--- src/hw/rtl/mts_pkg.sv ---
`default_nettype none

package mts_pkg;

    localparam int VALUE_W = 32;
    localparam int DEPTH_W = 7;
    localparam int CMD_W   = 2;
    localparam int STAT_W  = 2;

    // Input transfer: command, then value, padded to whole bytes.
    localparam int S_FIELDS_W = CMD_W + VALUE_W;
    localparam int S_DATA_W   = ((S_FIELDS_W + 7) / 8) * 8;

    // Output transfer: top, min, depth, is_empty, status, padded to whole bytes.
    localparam int M_FIELDS_W = 2 * VALUE_W + DEPTH_W + 1 + STAT_W;
    localparam int M_DATA_W   = ((M_FIELDS_W + 7) / 8) * 8;

    localparam logic [CMD_W-1:0] CMD_PUSH = 2'd0;
    localparam logic [CMD_W-1:0] CMD_POP  = 2'd1;
    localparam logic [CMD_W-1:0] CMD_PEEK = 2'd2;

    localparam logic [STAT_W-1:0] STAT_OK        = 2'd0;
    localparam logic [STAT_W-1:0] STAT_OVERFLOW  = 2'd1;
    localparam logic [STAT_W-1:0] STAT_UNDERFLOW = 2'd2;

    typedef logic [VALUE_W-1:0] t_word;

    typedef struct packed {
        logic [STAT_W-1:0]  status;
        logic               is_empty;
        logic [DEPTH_W-1:0] depth;
        t_word              min_value;
        t_word              top_value;
    } t_result;

    // One stack entry: its value and the minimum of everything at or below it.
    typedef struct packed {
        t_word min_value;
        t_word value;
    } t_entry;

endpackage

`default_nettype wire

--- src/hw/rtl/min_tracking_stack.sv ---
`default_nettype none

// Channel   Dir  Handshake                     Payload
// s (cmd)   in   i_s_tvalid / o_s_tready       i_s_tdata: command, value
// m (res)   out  o_m_tvalid / i_m_tready       o_m_tdata: top, min, depth, is_empty, status
//
// Push, peek, refused commands and a pop that empties the stack load their result
// into the output registers when taken. A pop that leaves entries behind first passes
// through the memory read state: the new top comes from the registered memory read port.
// The top entry is mirrored in registers, so push never reads the memory.
// Two output registers let a new command be taken while one result still waits.
// Reset clears the entry count and all valid flags; the memory is not cleared.

module min_tracking_stack #(
    parameter int STACK_DEPTH = 64
) (
    input  wire                             i_clk,
    input  wire                             i_rst_n,
    input  wire                             i_s_tvalid,
    output logic                            o_s_tready,
    // [1:0] command, [33:2] value, [39:34] zero
    input  wire  [mts_pkg::S_DATA_W-1:0]    i_s_tdata,
    output logic                            o_m_tvalid,
    input  wire                             i_m_tready,
    // [31:0] top_value, [63:32] min_value, [70:64] depth, [71] is_empty,
    // [73:72] status, [79:74] zero
    output logic [mts_pkg::M_DATA_W-1:0]    o_m_tdata
);
    import mts_pkg::*;

    localparam int AW = (STACK_DEPTH > 1) ? $clog2(STACK_DEPTH) : 1;
    localparam int CW = $clog2(STACK_DEPTH + 1);

    localparam logic S_IDLE   = 1'b0;
    localparam logic S_POP_RD = 1'b1;

    logic               r_state, n_state;
    logic [CW-1:0]      r_count, n_count;
    t_word              r_top_val, n_top_val;
    t_word              r_top_min, n_top_min;

    logic               r_out_valid, n_out_valid;
    t_result            r_out_data, n_out_data;
    logic               r_skid_valid, n_skid_valid;
    t_result            r_skid_data, n_skid_data;

    t_entry             mem [STACK_DEPTH];
    t_entry             r_rd_data;
    logic               mem_we;
    logic [AW-1:0]      mem_wa;
    t_entry             mem_wd;
    logic [AW-1:0]      mem_ra;

    logic [CMD_W-1:0]   in_cmd;
    t_word              in_val;
    logic               s_take, m_take;
    logic               res_push;
    t_result            res;
    logic [STAT_W-1:0]  res_status;
    t_word              push_min;
    logic               full, empty;

    assign in_cmd = i_s_tdata[CMD_W-1:0];
    assign in_val = i_s_tdata[CMD_W +: VALUE_W];

    assign full  = (r_count == CW'(STACK_DEPTH));
    assign empty = (r_count == '0);

    assign o_s_tready = (r_state == S_IDLE) && !r_skid_valid;
    assign s_take     = i_s_tvalid && o_s_tready;
    assign m_take     = r_out_valid && i_m_tready;

    assign push_min = (!empty && ($signed(r_top_min) < $signed(in_val))) ? r_top_min : in_val;

    always_comb begin
        n_state    = r_state;
        n_count    = r_count;
        n_top_val  = r_top_val;
        n_top_min  = r_top_min;
        mem_we     = 1'b0;
        mem_wa     = r_count[AW-1:0];
        mem_wd     = '{min_value: push_min, value: in_val};
        mem_ra     = AW'(r_count - CW'(2));
        res_push   = 1'b0;
        res_status = STAT_OK;

        unique case (r_state)
            S_IDLE: begin
                if (s_take) begin
                    res_push = 1'b1;
                    case (in_cmd)
                        CMD_PUSH: begin
                            if (full) begin
                                res_status = STAT_OVERFLOW;
                            end else begin
                                mem_we    = 1'b1;
                                n_count   = r_count + CW'(1);
                                n_top_val = in_val;
                                n_top_min = push_min;
                            end
                        end
                        CMD_POP: begin
                            if (empty) begin
                                res_status = STAT_UNDERFLOW;
                            end else begin
                                n_count = r_count - CW'(1);
                                // The new top lives in memory; hold the result until the read state.
                                if (r_count != CW'(1)) begin
                                    res_push = 1'b0;
                                    n_state  = S_POP_RD;
                                end
                            end
                        end
                        default: begin
                        end
                    endcase
                end
            end
            S_POP_RD: begin
                n_top_val = r_rd_data.value;
                n_top_min = r_rd_data.min_value;
                res_push  = 1'b1;
                n_state   = S_IDLE;
            end
            default: n_state = S_IDLE;
        endcase

        res.status    = res_status;
        res.is_empty  = (n_count == '0);
        res.depth     = DEPTH_W'(n_count);
        res.top_value = (n_count == '0) ? '0 : n_top_val;
        res.min_value = (n_count == '0) ? '0 : n_top_min;
    end

    always_comb begin
        n_out_valid  = r_out_valid;
        n_out_data   = r_out_data;
        n_skid_valid = r_skid_valid;
        n_skid_data  = r_skid_data;

        if (m_take) begin
            if (r_skid_valid) begin
                n_out_data   = r_skid_data;
                n_skid_valid = 1'b0;
            end else begin
                n_out_valid = 1'b0;
            end
        end

        if (res_push) begin
            if (!n_out_valid) begin
                n_out_valid = 1'b1;
                n_out_data  = res;
            end else begin
                n_skid_valid = 1'b1;
                n_skid_data  = res;
            end
        end
    end

    always_ff @(posedge i_clk) begin
        if (mem_we) begin
            mem[mem_wa] <= mem_wd;
        end
        r_rd_data <= mem[mem_ra];
    end

    always_ff @(posedge i_clk) begin
        if (!i_rst_n) begin
            r_state      <= S_IDLE;
            r_count      <= '0;
            r_out_valid  <= 1'b0;
            r_skid_valid <= 1'b0;
        end else begin
            r_state      <= n_state;
            r_count      <= n_count;
            r_out_valid  <= n_out_valid;
            r_skid_valid <= n_skid_valid;
        end
    end

    always_ff @(posedge i_clk) begin
        r_top_val   <= n_top_val;
        r_top_min   <= n_top_min;
        r_out_data  <= n_out_data;
        r_skid_data <= n_skid_data;
    end

    assign o_m_tvalid = r_out_valid;
    assign o_m_tdata  = {{(M_DATA_W - M_FIELDS_W){1'b0}}, r_out_data};

`ifndef NO_ASSERTIONS
    a_count_bound: assert property (@(posedge i_clk) disable iff (!i_rst_n)
        r_count <= CW'(STACK_DEPTH))
        else $error("entry count exceeds stack depth");

    a_skid_needs_out: assert property (@(posedge i_clk) disable iff (!i_rst_n)
        r_skid_valid |-> r_out_valid)
        else $error("skid register holds a result while the output register is empty");

    a_pop_read_origin: assert property (@(posedge i_clk) disable iff (!i_rst_n)
        (r_state == S_POP_RD) |-> $past(s_take && (in_cmd == CMD_POP)) && (r_count != '0))
        else $error("memory read state entered without a pop that leaves entries");

    a_no_overflow_write: assert property (@(posedge i_clk) disable iff (!i_rst_n)
        (res_push && (res_status == STAT_OVERFLOW)) |-> (full && !mem_we))
        else $error("overflow reported on a stack that is not full, or memory written");

    a_full_push_refused: assert property (@(posedge i_clk) disable iff (!i_rst_n)
        (s_take && (in_cmd == CMD_PUSH) && full) |=> $stable(r_count))
        else $error("push onto a full stack changed the entry count");
`endif

endmodule

`default_nettype wire

--- config.mk ---
export PLATFORM = sky130hd
export DESIGN_NAME = min_tracking_stack
export DESIGN_NICKNAME = d
export VERILOG_FILES = /design/src/hw/rtl/mts_pkg.sv /design/src/hw/rtl/min_tracking_stack.sv
export SDC_FILE = /design/constraint.sdc
export NUM_CORES = 2
export LEC_CHECK = 0
export BUFFER_PORTS_ARGS = -buffer_cell sky130_fd_sc_hd__buf_2
export CAP_MARGIN = 5
export CORE_MARGIN = 3
export CORE_UTILIZATION = 35
export DETAILED_ROUTE_END_ITERATION = 8
export PLACE_DENSITY = 0.52
export SLEW_MARGIN = 5
export SYNTH_ARGS = -nofsm -noshare
export SYNTH_HDL_FRONTEND = slang
export SYNTH_SLANG_ARGS = --single-unit
--- constraint.sdc ---
create_clock -name i_clk -period 9.48 [get_ports i_clk]
set_input_delay 2.844 -clock i_clk [delete_from_list [all_inputs] [get_ports i_clk]]
set_output_delay 2.844 -clock i_clk [all_outputs]
set_load 0.05 [all_outputs]
==> impl_metrics.env <==
export IMPL_ys_async_sr_fraction=0
export IMPL_initial_core_util=0.352
export IMPL_report_final_slew_viol_count=0
export IMPL_r2r_start="r_count[0]"
export IMPL_slowest_delay_ps=980
export IMPL_cts_buffers=447
export IMPL_ys_ff_latch=4382
export IMPL_dp_cells=13500
export IMPL_fp_row_count=253
export IMPL_fin_crit_ps=6690
export IMPL_setup_violations=0
export IMPL_status="completed"
export IMPL_worst_path_max_fanout=64
export IMPL_tns_ps=0
export IMPL_fillerInstances=41400
export IMPL_grt_pass1_vias=81700
export IMPL_ys_seq_area_frac=0.772
export IMPL_slowest_stage="mux2_2"
export IMPL_hold_class="register to register"
export IMPL_avgSynthCellArea_sq_um=23.5
export IMPL_min_from="r_rd_data[51]"
export IMPL_holdWs_ps=495
export IMPL_path_delay_family="multiplexers"
export IMPL_final_cell_mix="4170 x edfxtp_1, 1344 x mux4_2, 453 x clkbuf_16"
export IMPL_hold_viol=0
export IMPL_antenna_found_initial=26
export IMPL_cp_required_ps=10050
export IMPL_synthCells=7135
export IMPL_critPathLaunch="i_s_tdata[33]"
export IMPL_powerDensity_mw_per_mm2=239
export IMPL_dp_slack_ps=1910
export IMPL_via_count=80400
export IMPL_io_buffers=113
export IMPL_synth_ff_type="edfxtp_1"
export IMPL_dieHeight_um=698
export IMPL_routed_wl_um=493000
export IMPL_clock_sinks=4382
export IMPL_cpMostUsedCell="buf_4"
export IMPL_grt_pass1_wl_um=680000
export IMPL_clk_pin_slew_ps=60
export IMPL_worstSetupStartpointType="input pin"
export IMPL_ys_warn_count=0
export IMPL_clk_path_buf_depth=4
export IMPL_synth_edff_count=4170
export IMPL_rsz0062_at_grt="false"
export IMPL_nets=7665
export IMPL_syn_area_sq_mm=0.168
export IMPL_post_route_period_util=0.705
export IMPL_ir_drop_mv=0.175
export IMPL_cap_violations=0
export IMPL_wl_per_cell_um=34.4
export IMPL_worstPathArrival_ps=7250
export IMPL_track_usage=0.199
export IMPL_tritoncts="built"
export IMPL_path_class="input pin to register"
export IMPL_drive_gt1_frac=0.311
export IMPL_fp_dieW_um=698
export IMPL_grt_max_degree=120
export IMPL_viasPerCell=5.61
export IMPL_clock_root_buffer="clkbuf_16"
export IMPL_first_pass_iters=6
export IMPL_max_freq_mhz=150
export IMPL_relSlewSlack=0.104
export IMPL_crit_chain="buf_2, inv_1, ha_1, nand4_1, nor4_1, o21ai_2, buf_4, nand2_1, mux2i_4, buf_4, mux2_2"
export IMPL_io_pins=126
export IMPL_cts_resized=0
export IMPL_core_area_sq_mm=0.476
export IMPL_skew_ps=60.8
export IMPL_tightestPinTransition_ps=1340
export IMPL_drt_iter0_drc=10500
export IMPL_crit_buf_inv=4
export IMPL_p_leak_nw=58.5
export IMPL_cts_max_level=5
export IMPL_clock_latency_ps=1000
export IMPL_postLayoutSetupSlackWorst_ps=2790
export IMPL_dp_hpwl_um=267000
export IMPL_setup_worst_path_end_class="register"
export IMPL_ctsHoldBuffers=0
export IMPL_final_common_cell="edfxtp_1"
export IMPL_ys_types=64
export IMPL_dieArea_sq_mm=0.488
export IMPL_routabilityCongestion=0.862
export IMPL_syn2layout_area_growth_pct=14.7
export IMPL_drc=0
export IMPL_grt_ovfl_total=0
export IMPL_post_cts_buffers=0
export IMPL_ant_nets=0
export IMPL_instances_no_fill=14300
[worst paths after layout]
check / to / slack (ps) / cells past startpoint
setup / recovery: mem[32][37] / 2790 / 11
hold / removal: r_top_min[19] / 490 / 2
setup reg to reg: r_rd_data[54] / 3890 / 7
hold reg to reg: r_top_min[19] / 490 / 2
[Yosys cell counts, types with 6 or more instances]
cell / instances / area, sq um
a211oi_1: 17 / 128
a21oi_1: 66 / 330
a22o_1: 8 / 70.1
a22oi_1: 57 / 428
a31o_1: 28 / 245
a31o_2: 6 / 52.6
and2_1: 40 / 250
buf_1: 87 / 327
buf_2: 8 / 40.0
buf_4: 6 / 45.0
clkbuf_1: 300 / 1130
dfxtp_1: 212 / 4240
edfxtp_1: 4170 / 125000
ha_1: 38 / 475
inv_1: 45 / 169
mux2_2: 34 / 383
mux2i_1: 106 / 1060
mux4_2: 1344 / 30300
nand2_1: 66 / 248
nand3_1: 31 / 155
nand4_1: 7 / 43.8
nor2_1: 177 / 664
nor2b_1: 35 / 219
nor3_1: 76 / 380
o21ai_0: 74 / 370
o22ai_1: 6 / 37.5
o32ai_1: 28 / 245
[worst register-to-register path, delay by kind of cell, from the launching register on]
family	cells	cell delay (ps)
muxes	3	1790
DFF	1	560
buffers and inverters	4	3100
[sequential cells by signal, indices dropped and copies added (netlist names)]
signal,flops
mem,4096
o_m_tdata,74
r_skid_data,74
r_rd_data,64
r_top_min,32
r_top_val,32
r_count,7
o_m_tvalid,1
r_skid_valid,1
r_state,1
[metal layers]
| layer | vias to the layer above | wire, um | GRT usage |
|---|---|---|---|
| li1 | 31600 | - | - |
| met1 | 44800 | 207000 | 0.281 |
| met2 | 3364 | 234000 | 0.317 |
| met3 | 640 | 40000 | 0.0402 |
| met4 | 6 | 11900 | 0.0456 |
| met5 | - | 41 | 0 |
[layout make-up]
cell class              instances  area, sq um  area share
diodes                         13         32.5    0.000169
clock buffers                 602        12100      0.0629
clock inverters               218         2230      0.0116
inverters                      45          169    0.000878
multi-input cells            2307        37200       0.193
flip-flops and latches       4382       129000       0.673
well taps                    6375         7980      0.0414
repair buffers                400         3320      0.0172
[power breakdown]
part / switching, W / leakage (nW) / internal [W]
combinational: 0.00377 / 12.3 / 0.00195
sequential: 0.000493 / 39.2 / 0.0223
clock: 0.00740 / 6.99 / 0.00995
[logic make-up after synthesis]
group,share of synthesized area
other cells,0.0000224
xor+xnor,0.000261
compound gates,0.0128
flops,0.772
mux,0.189
buf+inv,0.0105
simple gates,0.0128
fa+ha+maj,0.00283
[stage by stage]
stage	area (sq um)	utilization	total power, W
2_1_floorplan	168000	-	0.0265
3_3_place_gp	178000	0.374	0.0289
3_5_place_dp	178000	0.374	0.0290
4_1_cts	192000	0.404	0.0463
5_1_grt	192000	0.404	0.0474
6_report	192000	0.404	0.0459
Power figures use the tool's default switching activity.
